`config.mk`:
```
export PLATFORM = sky130hd
export DESIGN_NAME = byte_level_token_text_decoder_unit
export DESIGN_NICKNAME = d
export VERILOG_FILES = /design/src/hw/rtl/btd_pkg.sv /design/src/hw/rtl/byte_level_token_text_decoder_unit.sv /design/src/hw/rtl/btd_decode.sv /design/src/hw/rtl/btd_outq.sv
export SDC_FILE = /design/constraint.sdc
export NUM_CORES = 1
export LEC_CHECK = 0
export ABC_AREA = 1
export BUFFER_PORTS_ARGS = -buffer_cell sky130_fd_sc_hd__clkbuf_2
export CORE_AREA = 3 3 102 129
export CTS_BUF_LIST = sky130_fd_sc_hd__clkbuf_8 sky130_fd_sc_hd__clkbuf_16
export DETAILED_ROUTE_END_ITERATION = 7
export DIE_AREA = 0 0 105 132
export HOLD_SLACK_MARGIN = 0.05
export PLACE_DENSITY_LB_ADDON = 0.15
export SYNTH_ARGS = -nofsm -noshare
export SYNTH_HDL_FRONTEND = slang
export SYNTH_SLANG_ARGS = --single-unit
```
`constraint.sdc`:
```
create_clock -name aclk -period 8.1 [get_ports aclk]
set_clock_uncertainty 0.15 [all_clocks]
set_input_delay 0.405 -clock aclk [delete_from_list [all_inputs] [get_ports aclk]]
set_output_delay 0.405 -clock aclk [all_outputs]
set_load 0.01 [all_outputs]
```
`src/hw/rtl/btd_pkg.sv`:
```
package btd_pkg;

    // Byte class masks and patterns
    localparam logic [7:0] LEAD2_MASK = 8'hE0;
    localparam logic [7:0] LEAD2_PAT  = 8'hC0;
    localparam logic [7:0] LEAD3_MASK = 8'hF0;
    localparam logic [7:0] LEAD3_PAT  = 8'hE0;

    // Code point landmarks
    localparam logic [15:0] CP_WORD_MARK  = 16'h2581;
    localparam logic [15:0] CP_PASS_ABOVE = 16'h2580;
    localparam logic [15:0] CP_SHIFT_BASE = 16'd256;
    localparam logic [15:0] IDX_LOW_LAST  = 16'd32;
    localparam logic [15:0] IDX_MID_LAST  = 16'd66;
    localparam logic [7:0]  IDX_MID_OFS   = 8'd94;   // 127 - 33
    localparam logic [7:0]  SOFT_HYPHEN   = 8'd173;
    localparam logic [7:0]  SPACE_BYTE    = 8'h20;

    // Held sequence depth
    localparam logic [1:0] HELD_NONE = 2'd0;
    localparam logic [1:0] HELD_LEAD = 2'd1;
    localparam logic [1:0] HELD_TWO  = 2'd2;

    // Results released by one request
    typedef struct packed {
        logic [1:0]      count;
        logic [2:0][7:0] bytes;
        logic            fin;
    } result_t;

    // Decoded code point: pass means emit the original bytes
    typedef struct packed {
        logic       pass;
        logic [7:0] value;
    } map_t;

    function automatic map_t map_cp(input logic [15:0] cp);
        map_t       m;
        logic [15:0] idx;
        idx     = cp - CP_SHIFT_BASE;
        m.pass  = 1'b0;
        m.value = cp[7:0];
        if (cp == CP_WORD_MARK) begin
            m.value = SPACE_BYTE;
        end else if (cp > CP_PASS_ABOVE) begin
            m.pass = 1'b1;
        end else if ((cp >= 16'd33 && cp <= 16'd126) ||
                     (cp >= 16'd161 && cp <= 16'd172) ||
                     (cp >= 16'd174 && cp <= 16'd255)) begin
            m.value = cp[7:0];
        end else if (cp >= CP_SHIFT_BASE) begin
            if (idx <= IDX_LOW_LAST) begin
                m.value = idx[7:0];
            end else if (idx <= IDX_MID_LAST) begin
                m.value = idx[7:0] + IDX_MID_OFS;
            end else begin
                m.value = SOFT_HYPHEN;
            end
        end else begin
            m.pass = 1'b1;
        end
        return m;
    endfunction

endpackage

```
`src/hw/rtl/byte_level_token_text_decoder_unit.sv`:
```
// Channel   Ports                                         Carries
// s_        s_valid s_ready s_in_byte s_is_final           one token byte
// m_        m_valid m_ready m_out_byte m_run_end m_string_end  one text byte
//
// A byte is taken each cycle while m_ready is high and results drain at one
// per cycle; a request releasing two or three bytes holds s_ready low until its last byte leaves.
// Non-final leads wait in the decoder, releasing nothing until completed or cut short.
// aresetn (synchronous, active low) clears the held count and the result buffer.
// A stall on m_ accepts one more request only as the last buffered byte leaves.
module byte_level_token_text_decoder_unit (
    input  logic       aclk,
    input  logic       aresetn,
    input  logic       s_valid,
    output logic       s_ready,
    input  logic [7:0] s_in_byte,
    input  logic       s_is_final,
    output logic       m_valid,
    input  logic       m_ready,
    output logic [7:0] m_out_byte,
    output logic       m_run_end,
    output logic       m_string_end
);

    btd_pkg::result_t res;
    logic             accept;

    assign accept = s_valid && s_ready;

    btd_decode u_decode (
        .aclk     (aclk),
        .aresetn  (aresetn),
        .accept   (accept),
        .in_byte  (s_in_byte),
        .is_final (s_is_final),
        .res      (res)
    );

    btd_outq u_outq (
        .aclk         (aclk),
        .aresetn      (aresetn),
        .push         (accept),
        .res          (res),
        .can_push     (s_ready),
        .m_valid      (m_valid),
        .m_ready      (m_ready),
        .m_out_byte   (m_out_byte),
        .m_run_end    (m_run_end),
        .m_string_end (m_string_end)
    );

endmodule

```
`src/hw/rtl/btd_decode.sv`:
```
module btd_decode (
    input  logic              aclk,
    input  logic              aresetn,
    input  logic              accept,
    input  logic [7:0]        in_byte,
    input  logic              is_final,
    output btd_pkg::result_t  res
);

    logic [1:0] held_count_reg, held_count_next;
    logic       wants_three_reg, wants_three_next;
    logic [7:0] held0_reg, held0_next;
    logic [7:0] held1_reg, held1_next;

    logic        lead2, lead3;
    logic [15:0] cp2, cp3;
    btd_pkg::map_t m2, m3;

    // Code points of the two sequence lengths
    assign lead2 = (in_byte & btd_pkg::LEAD2_MASK) == btd_pkg::LEAD2_PAT;
    assign lead3 = (in_byte & btd_pkg::LEAD3_MASK) == btd_pkg::LEAD3_PAT;
    assign cp2   = {5'd0, held0_reg[4:0], in_byte[5:0]};
    assign cp3   = {held0_reg[3:0], held1_reg[5:0], in_byte[5:0]};
    assign m2    = btd_pkg::map_cp(cp2);
    assign m3    = btd_pkg::map_cp(cp3);

    // Result and next held state for the incoming byte
    always_comb begin
        res              = '0;
        res.fin          = is_final;
        held_count_next  = held_count_reg;
        wants_three_next = wants_three_reg;
        held0_next       = held0_reg;
        held1_next       = held1_reg;
        if (held_count_reg == btd_pkg::HELD_LEAD && !wants_three_reg) begin
            held_count_next = btd_pkg::HELD_NONE;
            if (m2.pass) begin
                res.count = 2'd2;
                res.bytes = {8'd0, in_byte, held0_reg};
            end else begin
                res.count = 2'd1;
                res.bytes = {16'd0, m2.value};
            end
        end else if (held_count_reg == btd_pkg::HELD_LEAD) begin
            if (is_final) begin
                // three-byte lead cut short: both go out raw
                held_count_next = btd_pkg::HELD_NONE;
                res.count       = 2'd2;
                res.bytes       = {8'd0, in_byte, held0_reg};
            end else begin
                held1_next      = in_byte;
                held_count_next = btd_pkg::HELD_TWO;
            end
        end else if (held_count_reg == btd_pkg::HELD_TWO) begin
            held_count_next = btd_pkg::HELD_NONE;
            if (m3.pass) begin
                res.count = 2'd3;
                res.bytes = {in_byte, held1_reg, held0_reg};
            end else begin
                res.count = 2'd1;
                res.bytes = {16'd0, m3.value};
            end
        end else begin
            held_count_next = btd_pkg::HELD_NONE;
            if ((lead2 || lead3) && !is_final) begin
                held0_next       = in_byte;
                wants_three_next = lead3;
                held_count_next  = btd_pkg::HELD_LEAD;
            end else begin
                res.count = 2'd1;
                res.bytes = {16'd0, in_byte};
            end
        end
    end

    // Held state
    always_ff @(posedge aclk) begin
        if (!aresetn) begin
            held_count_reg  <= btd_pkg::HELD_NONE;
            wants_three_reg <= 1'b0;
        end else if (accept) begin
            held_count_reg  <= held_count_next;
            wants_three_reg <= wants_three_next;
        end
    end

    always_ff @(posedge aclk) begin
        if (accept) begin
            held0_reg <= held0_next;
            held1_reg <= held1_next;
        end
    end

endmodule

```
`src/hw/rtl/btd_outq.sv`:
```
module btd_outq (
    input  logic              aclk,
    input  logic              aresetn,
    input  logic              push,
    input  btd_pkg::result_t  res,
    output logic              can_push,
    output logic              m_valid,
    input  logic              m_ready,
    output logic [7:0]        m_out_byte,
    output logic              m_run_end,
    output logic              m_string_end
);

    logic [1:0]      cnt_reg, cnt_next;
    logic [1:0]      idx_reg, idx_next;
    logic [2:0][7:0] bytes_reg;
    logic            fin_reg;
    logic            last;
    logic            pop;

    assign m_valid      = cnt_reg != 2'd0;
    assign last         = idx_reg == (cnt_reg - 2'd1);
    assign pop          = m_valid && m_ready;
    assign can_push     = !m_valid || (pop && last);
    assign m_run_end    = last;
    assign m_string_end = last && fin_reg;

    // Pick the byte at the read position
    always_comb begin
        case (idx_reg)
            2'd0:    m_out_byte = bytes_reg[0];
            2'd1:    m_out_byte = bytes_reg[1];
            2'd2:    m_out_byte = bytes_reg[2];
            default: m_out_byte = bytes_reg[0];
        endcase
    end

    // Drain one byte per taken request, reload from the decoder
    always_comb begin
        cnt_next = cnt_reg;
        idx_next = idx_reg;
        if (pop) begin
            if (last) begin
                cnt_next = 2'd0;
            end else begin
                idx_next = idx_reg + 2'd1;
            end
        end
        if (push && res.count != 2'd0) begin
            cnt_next = res.count;
            idx_next = 2'd0;
        end
    end

    always_ff @(posedge aclk) begin
        if (!aresetn) begin
            cnt_reg <= 2'd0;
            idx_reg <= 2'd0;
        end else begin
            cnt_reg <= cnt_next;
            idx_reg <= idx_next;
        end
    end

    always_ff @(posedge aclk) begin
        if (push && res.count != 2'd0) begin
            bytes_reg <= res.bytes;
            fin_reg   <= res.fin;
        end
    end

endmodule

```
==> key figures, run 1 <==
Status
  • Outcome: finished, final reports clean

Synth
  • Synth top area cells: edfxtp_1 (30%), nand2_1 (17%), nor2_1 (6.5%), inv_1 (5.3%), nand3_1 (4.8%)
  • Area leader, netlist: edfxtp_1
  • Top cell type's share of synthesized area: 29.5%
  • Synth warnings: 0
  • Post-synthesis cell type count: 44
  • Seq/Total Area, Yosys: 32.9%
  • Cell count after synthesis: 614
  • Post-synthesis instance area: 4170 um2
  • Synthesized net count: 641
  • #FFs+latches synth: 48
  • Syn_area_per_cell: 6.79 um2

Finish
  • Register area: 1370 um2
  • Antenna Cells: 0
  • Max reg flops: 24
  • Nets: 657
  • Final core utilization: 37.7%
  • Share of cells above drive strength 1: 13.5%
  • Multi-input gate area: 2390 um2
  • Area Growth Syn to Fin: 8.91%
  • Final Instance Count excl. Fillers: 795
  • Commonest non-fill, non-tap cell in the layout: nand2_1
  • Commonest non-fill, non-tap cells in the layout: nand2_1 (188), nor2_1 (72), inv_1 (60)
  • Fillers: 1352

Clock network
  • Clock latency on the worst-skew pair: 0.29 ns
  • Max H-tree Level: 2
  • CTS Buf Count: 5
  • CTS sink count: 48
  • Post-CTS sizing: 0
  • CTS tree: done
  • Reg clk slew, reported paths: 0.07 ns
  • Post-CTS Setup Bufs: 0
  • # hold bufs at CTS: 0
  • Clock Tree Buf Depth: 2
  • Root Driver: clkbuf_16

Detailed routing
  • DR WL/cell: 16.8 um
  • Final WL: 13.4 mm
  • Final ANT Viol Nets: 0
  • Routed vias/inst: 5.23
  • DRC violations left: 0
  • Via count: 4156
  • Drt initial violations: 338
  • Drt pass-1 iters: 6

Timing
  • Final worst path period share: 42.3%
  • Unrepaired setup endpoints after global routing: no
  • Fin. Hold Viols: 0
  • Max-slew headroom: 19.1%
  • Worst Max-Slew Pin Slew: 1.20 ns
  • FMAX: 292 MHz
  • TNS Setup: 0 ns
  • Fin crit period: 3.43 ns
  • Final Setup Violations: 0
  • Fin. max-slew vios: 0

Job
  • Max-cap violations: 0

Floorplan
  • Area of the die: 13900 um2
  • Chip Width: 105 um
  • Core ar.: 12000 um2
  • I/O pins: 25
  • Die height: 132 um
  • Initial Util: 34.6%
  • Rows: 45

Hold path
  • HP Start: aresetn
  • Worst Hold Class: in -> reg

Critical path
  • CP endpoint kind: flip-flop
  • Crit-path cells: inv_1 -> ha_1 -> inv_2 -> o21ai_2 -> nor2_4 -> nand2_2 -> nand2_4 -> inv_1 -> nor2_2 -> nand3_4 -> nand3_2 -> nand2_2 -> inv_2
  • CP startpoint: u_decode.held0_reg[2]$_DFFE_PP_
  • RR Startpoint: u_decode.held0_reg[2]$_DFFE_PP_
  • Crit path kind: reg -> reg
  • Critical Path RT: 7.87 ns
  • CP max-delay cell: edfxtp_1
  • CP max stage delay: 0.65 ns
  • Crit path DAT: 3.20 ns
  • Maximum fanout along the worst path: 26
  • Crit start category: flip-flop

GRT
  • Antenna violations before repair: 0
  • Overflow after GRT: 0
  • Largest net degree at the start of global routing: 27
  • All-layer global routing usage: 19.1%
  • Vias in the first global route: 3987
  • First-pass GRT wire length: 21.1 mm

Placed design
  • Final Wtd Congestion: 0.968
  • PortBufs: 24
  • Inst Count DP: 787
  • Post-DP HPWL: 10.5 mm

Pwr
  • Peak VDD IR: 0.0832 mV
  • Power Density: 130 nW/um2
  • Pleak: 1.99 nW
==> logic make-up (layout without fill, tap and decap cells) <==
| logic type | count (synthesis) | after routing | synth area share (%) |
|---|---|---|---|
| AND/OR/NAND/NOR | 365 | 365 | 40.3 |
| flip-flops | 48 | 48 | 32.9 |
| AO/OA/AOI/OAI | 87 | 87 | 11.8 |
| buffers and inverters | 96 | 113 | 10.1 |
| XOR/XNOR | 4 | 4 | 0.840 |
| adder cells (fa/ha/maj) | 14 | 14 | 4.20 |
==> critical path: cells and delay by family (launching register included) <==
kind	cells	cell delay, ns
fa+ha+maj	1	0.31
compound gates	1	0.09
flops	1	0.65
simple gates	7	1.13
buf+inv	4	0.71
==> final timing paths <==
kind / to / slack (ns) / depth (start not counted)
worst min-delay path: u_decode.held_count_reg[1]$_SDFFE_PN0P_ / 0.20 / 2
worst max register to register: u_outq.bytes_reg[21]$_SDFFCE_PP0P_ / 4.68 / 13
worst min register to register: u_outq.cnt_reg[1]$_SDFFE_PN0P_ / 0.34 / 2
worst max-delay path: u_outq.bytes_reg[21]$_SDFFCE_PP0P_ / 4.68 / 13
==> layout make-up <==
type                    instances  share of cell area [%]
clock buffers                   6                    3.06
clock inverters                 2                   0.275
inverters                      80                    6.61
multi-input cells             470                    52.5
flip-flops and latches         48                    30.2
well taps                     164                    4.52
repair buffers                 25                    2.81
==> power by group <==
| group | switching, mW | internal, mW |
|---|---|---|
| Combinational | 0.0685 | 0.0293 |
| Clock | 0.0852 | 0.122 |
| Sequential | 0.00519 | 0.281 |
| Total | 0.159 | 0.433 |
==> synthesized netlist by cell type <==
library cell  instances
inv_2                16
nand3_1              40
a21boi_0              2
a31oi_1               2
xnor2_1               2
ha_1                 14
and2_1                2
buf_1                 1
edfxtp_1             41
buf_4                 5
clkinv_1              5
o311ai_0              1
a211oi_1              2
buf_6                 5
dfxtp_1               7
nor2_1               72
nand3b_1              4
nand2_1             188
inv_1                59
o311ai_1              1
o21ai_0              19
a21oi_2               3
o21a_1                1
o22ai_1               6
nor2_8                1
a21oi_1              31
nand2_4               3
nor2_2                7
buf_2                 2
xor2_1                2
nor3_2                1
nor2_4                8
o211ai_1              1
nand3_2               1
nand2_2               8
nor4_1                4
o21ai_1              16
clkbuf_1              3
nand3_4               2
nor3_1                6
nand4_1              16
o21ai_2               1
and3_1                2
a211oi_2              1
==> per-stage QoR <==
step	total power, mW	hold WS (ns)	instance area (um2)	worst slack (ns)
finish	0.592	0.203	4540	4.68
global route	0.618	0.217	4540	4.42
CTS	0.596	0.204	4540	4.71
detailed placement	0.390	0.330	4390	4.70
global placement	0.390	0.328	4390	4.62
floorplan	0.356	0.302	4170	5.18
==> routing by layer <==
layer | share of wire, % | global-route usage (%)
met5 | 0 | 0
met4 | 4.5 | 7.95
met3 | 4.8 | 2.35
met2 | 49 | 33.5
met1 | 42 | 23.3
Power figures use the tool's default switching activity.
==> run 2: changes to the inputs <==
- clock period: 8.1 -> 3.5 ns (I/O delays scaled with it)
==> run 2 against run 1 <==
Critical path type unchanged. Worst setup slack got worse by 4.3 ns. Final area is 4.4% higher. Non-clock buffer count grew 18. Cell count is 2.3% higher. Clock-buffer cell count is 1 lower. Worst hold slack got worse by 0.12 ns. Sequential cell count unchanged. Wire length rose by 2.9%. Critical path depth is 2 higher.
==> key figures, run 2 (synthesis results as in run 1) <==
Status
  • Outcome: finished, final reports clean

Timing
  • Final Setup Violations: 0
  • Unrepaired setup endpoints after global routing: no
  • Worst Max-Slew Pin Slew: 0.665 ns
  • Fin crit period: 3.10 ns
  • FMAX: 323 MHz
  • Final worst path period share: 88.5%
  • Fin. Hold Viols: 0
  • Fin. max-slew vios: 0
  • Max-slew headroom: 55.5%
  • TNS Setup: 0 ns

Critical path
  • Crit path kind: reg -> reg
  • Critical Path RT: 3.35 ns
  • RR Startpoint: u_decode.held1_reg[2]$_DFFE_PP_
  • Maximum fanout along the worst path: 26
  • Crit start category: flip-flop
  • Crit path DAT: 2.95 ns
  • CP startpoint: u_decode.held1_reg[2]$_DFFE_PP_
  • CP endpoint kind: flip-flop

Floorplan
  • Area of the die: 13900 um2
  • Initial Util: 34.6%
  • Rows: 45
  • Core ar.: 12000 um2
  • I/O pins: 25
  • Die height: 132 um
  • Chip Width: 105 um

Finish
  • Commonest non-fill, non-tap cell in the layout: nand2_1
  • Commonest non-fill, non-tap cells in the layout: nand2_1 (188), nor2_1 (72), inv_1 (59)
  • Multi-input gate area: 2390 um2
  • Antenna Cells: 0
  • Fillers: 1338
  • Area Growth Syn to Fin: 13.7%
  • Share of cells above drive strength 1: 15.4%
  • Max reg flops: 24
  • Register area: 1370 um2
  • Nets: 675

Detailed routing
  • Final ANT Viol Nets: 0
  • DRC violations left: 0
  • Final WL: 13.7 mm
  • Routed vias/inst: 5.13
  • Drt initial violations: 283
  • Drt pass-1 iters: 5
  • DR WL/cell: 16.9 um
  • Via count: 4170

Clock network
  • Max H-tree Level: 2
  • Reg clk slew, reported paths: 0.07 ns
  • Clock latency on the worst-skew pair: 0.30 ns
  • Clock Tree Buf Depth: 2
  • CTS tree: done
  • CTS sink count: 48
  • CTS Buf Count: 5
  • Root Driver: clkbuf_16

Job
  • Max-cap violations: 0

Placed design
  • Post-DP HPWL: 10.8 mm
  • PortBufs: 24
  • Final Wtd Congestion: 0.948

GRT
  • Overflow after GRT: 0
  • Largest net degree at the start of global routing: 27
  • First-pass GRT wire length: 21.7 mm
  • All-layer global routing usage: 19.7%
  • Antenna violations before repair: 0
  • Vias in the first global route: 4019

Hold path
  • Worst Hold Class: in -> reg
  • HP Start: m_ready

Pwr
  • Power Density: 326 nW/um2
  • Power Total: 1.55 mW
  • Peak VDD IR: 0.193 mV
  • Pleak: 2.10 nW
## run 2: cell count changes in the layout (fill, tap and decap cells not counted)
cell / before / now
bufinv_16: 0 / 2
buf_4: 1 / 14
dlygate4sd3_1: 0 / 4
clkinv_4: 1 / 0
buf_12: 0 / 1
clkbuf_8: 1 / 0
inv_6: 0 / 1
inv_1: 60 / 59
## run 2: routing by layer
| layer | GRT usage, % | up-vias | routed length, um |
|---|---|---|---|
| met4 | 9.04 | 0 | 548 |
| met3 | 2.69 | 36 | 791 |
| li1 | - | 2082 | - |
| met1 | 24.3 | 1922 | 5840 |
| met2 | 33.8 | 130 | 6560 |
| met5 | 0 | - | 0 |
## run 2: final timing paths
path / to / slack [ns] / cells past startpoint
max: u_outq.bytes_reg[3]$_DFFE_PP_ / 0.40 / 15
min: u_outq.idx_reg[0]$_SDFFE_PP0P_ / 0.09 / 5
max reg2reg: u_outq.bytes_reg[3]$_DFFE_PP_ / 0.40 / 15
min reg2reg: u_decode.held_count_reg[0]$_SDFFE_PN0P_ / 0.35 / 2
## run 2: power breakdown
part           total [mW]  internal, mW  switching [mW]
clock network       0.641         0.412           0.229
registers           0.661         0.650          0.0110
logic               0.245        0.0807           0.164
## run 2: layout make-up
class | instances | area share (%)
Tap cell | 164 | 4.33
Clock buffer | 5 | 2.64
Clock inverter | 3 | 1.45
Timing Repair Buffer | 43 | 6.02
Multi-Input combinational cell | 470 | 50.3
Sequential cell | 48 | 28.9
Inverter | 80 | 6.33
## run 2: metrics by stage
| stage | instance area, um2 | std cells | utilization [%] | hold WS (ns) | worst slack, ns |
|---|---|---|---|---|---|
| 6_report | 4740 | 813 | 39.4 | 0.0876 | 0.401 |
| 4_1_cts | 4740 | 813 | 39.4 | 0.0728 | 0.438 |
| 2_1_floorplan | 4170 | 614 | - | 0.124 | 0.582 |
| 3_3_place_gp | 4510 | 801 | 37.4 | 0.266 | 0.434 |
| 3_5_place_dp | 4510 | 801 | 37.4 | 0.281 | 0.464 |
| 5_1_grt | 4740 | 813 | 39.4 | 0.0893 | 0.213 |
## run 2: critical path, stage by stage, from the launching register on
cell and delay [ns]:
edfxtp_1 0.50, inv_1 0.19, ha_1 0.25, nand2_1 0.09, nor2_2 0.19, nor2_4 0.06
nor2_4 0.13, nand2_2 0.12, nand2_4 0.10, inv_1 0.05, nor2_2 0.31, nand3_4 0.19
nand3_2 0.10, nand2_2 0.09, inv_2 0.08, buf_12 0.18
## run 2: timing repair
action                                 CTS  global route
gates resized for setup                  0             0
hold buffers                             4             0
buffers inserted                         0             0
endpoints found under the hold margin   10             0
==> run 3: changes to the inputs <==
- PLACE_DENSITY: not set -> 0.62
- PLACE_DENSITY_LB_ADDON: 0.15 -> not set
==> run 3 against run 2 <==
Sequential power about the same. Clock power shrank 16%. Core utilization decreased by 0.57 points. Via count rose by 1.8%. Global-route usage down 0.26 points. Worst setup slack worse by 0.055 ns. Worst hold slack worse by 0.018 ns. Non-clock buffer count decreased by 4. Maximum frequency decreased by 1.7%. Die area unchanged. Critical path depth down 1. Sequential share of layout area grew 0.43 points. Largest cell class unchanged.
==> key figures, run 3 (synthesis results as in run 1) <==
Floorplan
  • Area of the die: 13900 um2
  • Rows: 45
  • Initial Util: 34.6%
  • Chip Width: 105 um
  • Core ar.: 12000 um2
  • Die height: 132 um
  • I/O pins: 25

Clock network
  • Root Driver: clkbuf_16
  • Clock Tree Buf Depth: 2
  • Post-CTS sizing: 0
  • Post-CTS Setup Bufs: 0
  • CTS sink count: 48
  • # hold bufs at CTS: 5
  • CTS tree: done
  • CTS Buf Count: 5
  • Clock latency on the worst-skew pair: 0.30 ns
  • Reg clk slew, reported paths: 0.07 ns
  • Max H-tree Level: 2

Detailed routing
  • Routed vias/inst: 5.24
  • DRC violations left: 0
  • Via count: 4243
  • Final ANT Viol Nets: 0
  • Drt pass-1 iters: 5
  • DR WL/cell: 16.5 um
  • Final WL: 13.4 mm
  • Drt initial violations: 326

Finish
  • Fillers: 1328
  • Commonest non-fill, non-tap cells in the layout: nand2_1 (188), nor2_1 (72), inv_1 (59)
  • Register area: 1370 um2
  • Nets: 671
  • Commonest non-fill, non-tap cell in the layout: nand2_1
  • Area Growth Syn to Fin: 12.1%
  • Multi-input gate area: 2390 um2
  • Cell area after layout: 4670 um2
  • Share of cells above drive strength 1: 14.7%
  • Antenna Cells: 0
  • Max reg flops: 24
  • Final Instance Count excl. Fillers: 809
  • Final core utilization: 38.8%

GRT
  • All-layer global routing usage: 19.4%
  • First-pass GRT wire length: 21.2 mm
  • Largest net degree at the start of global routing: 27
  • Antenna violations before repair: 0
  • Overflow after GRT: 0
  • Vias in the first global route: 3949

Hold path
  • Worst Hold Class: in -> reg
  • HP Start: m_ready
  • Hold Crit Depth: 5
  • Worst Hold Path EP: u_outq.idx_reg[0]$_SDFFE_PP0P_

Status
  • Outcome: finished, final reports clean

Timing
  • Final hold slack: 0.0698 ns
  • Max-slew headroom: 56.8%
  • Fin crit period: 3.15 ns
  • Unrepaired setup endpoints after global routing: no
  • Final worst setup slack: 0.346 ns
  • Final worst path period share: 90.1%
  • Fin. max-slew vios: 0
  • TNS Setup: 0 ns
  • FMAX: 317 MHz
  • Fin. Hold Viols: 0
  • Final Setup Violations: 0
  • Worst Max-Slew Pin Slew: 0.642 ns

Critical path
  • Maximum fanout along the worst path: 26
  • R2R Setup Slk: 0.35 ns
  • Worst reg2reg path endpoint: u_outq.bytes_reg[13]$_DFFE_PP_
  • Crit path kind: reg -> reg
  • CP endpoint kind: flip-flop
  • Critical Path RT: 3.28 ns
  • Crit start category: flip-flop
  • RR Startpoint: u_decode.held1_reg[2]$_DFFE_PP_
  • Crit path DAT: 2.94 ns
  • Worst Reg-to-Reg Cells: 14

Placed design
  • PortBufs: 24
  • Post-Place Worst Slack: 0.396 ns
  • Inst Count DP: 796
  • Post-DP HPWL: 10.5 mm
  • Post-place instance area: 4460 um2
  • Final Wtd Congestion: 0.964

Job
  • Max-cap violations: 0

Pwr
  • Pleak: 2.06 nW
  • Power Total: 1.44 mW
  • Power Density: 307 nW/um2
  • Peak VDD IR: 0.162 mV
==> run 3: how the worst max path moves through the flow <==
stage / end / start / slack [ns] / cells after the start
2_1_floorplan: u_decode.held1_reg[0]$_DFFE_PP_ / u_outq.cnt_reg[0]$_SDFFE_PN0P_ / 0.58 / 8
3_3_place_gp: u_outq.bytes_reg[12]$_DFFE_PP_ / u_decode.held0_reg[3]$_DFFE_PP_ / 0.50 / 14
3_5_place_dp: u_outq.bytes_reg[0]$_DFFE_PP_ / u_decode.held1_reg[2]$_DFFE_PP_ / 0.40 / 14
4_1_cts: u_outq.bytes_reg[16]$_SDFFCE_PP0P_ / u_decode.held1_reg[2]$_DFFE_PP_ / 0.38 / 14
5_1_grt: u_outq.bytes_reg[9]$_DFFE_PP_ / u_decode.held0_reg[3]$_DFFE_PP_ / 0.14 / 14
6_report: u_outq.bytes_reg[13]$_DFFE_PP_ / u_decode.held1_reg[2]$_DFFE_PP_ / 0.35 / 14
==> run 3: final cells by class <==
cell class	count	share of cell area, %
Multi-Input combinational cell	470	51.1
Clock inverter	2	0.321
Tap cell	164	4.39
Sequential cell	48	29.3
Clock buffer	6	3.21
Inverter	80	6.43
Timing Repair Buffer	39	5.25
==> run 3: critical path, cell delays in order, from the launching register on <==
cell and delay, ns:
edfxtp_1 0.49, inv_1 0.16, ha_1 0.26, nand2_1 0.09, nor2_2 0.18, nor2_4 0.06, nor2_4 0.14, nand2_2 0.11
nand2_4 0.09, inv_1 0.05, nor2_2 0.24, nand3_4 0.19, nand3_2 0.11, nand2_2 0.09, inv_2 0.38
==> run 3: report_power, final <==
part	internal [mW]	leakage (nW)	switching, mW
sequential	0.651	0.446	0.0113
clock	0.312	0.0829	0.226
combinational	0.0743	1.54	0.163
==> run 3: layer usage <==
metal,share of wire [%],global-route usage [%],wire [um],up-vias
met5,0,0,0,-
met4,4.7,9.04,623,0
met3,5.1,2.16,679,45
met2,49,33.8,6560,167
met1,41,23.8,5510,1963
li1,-,-,-,2068
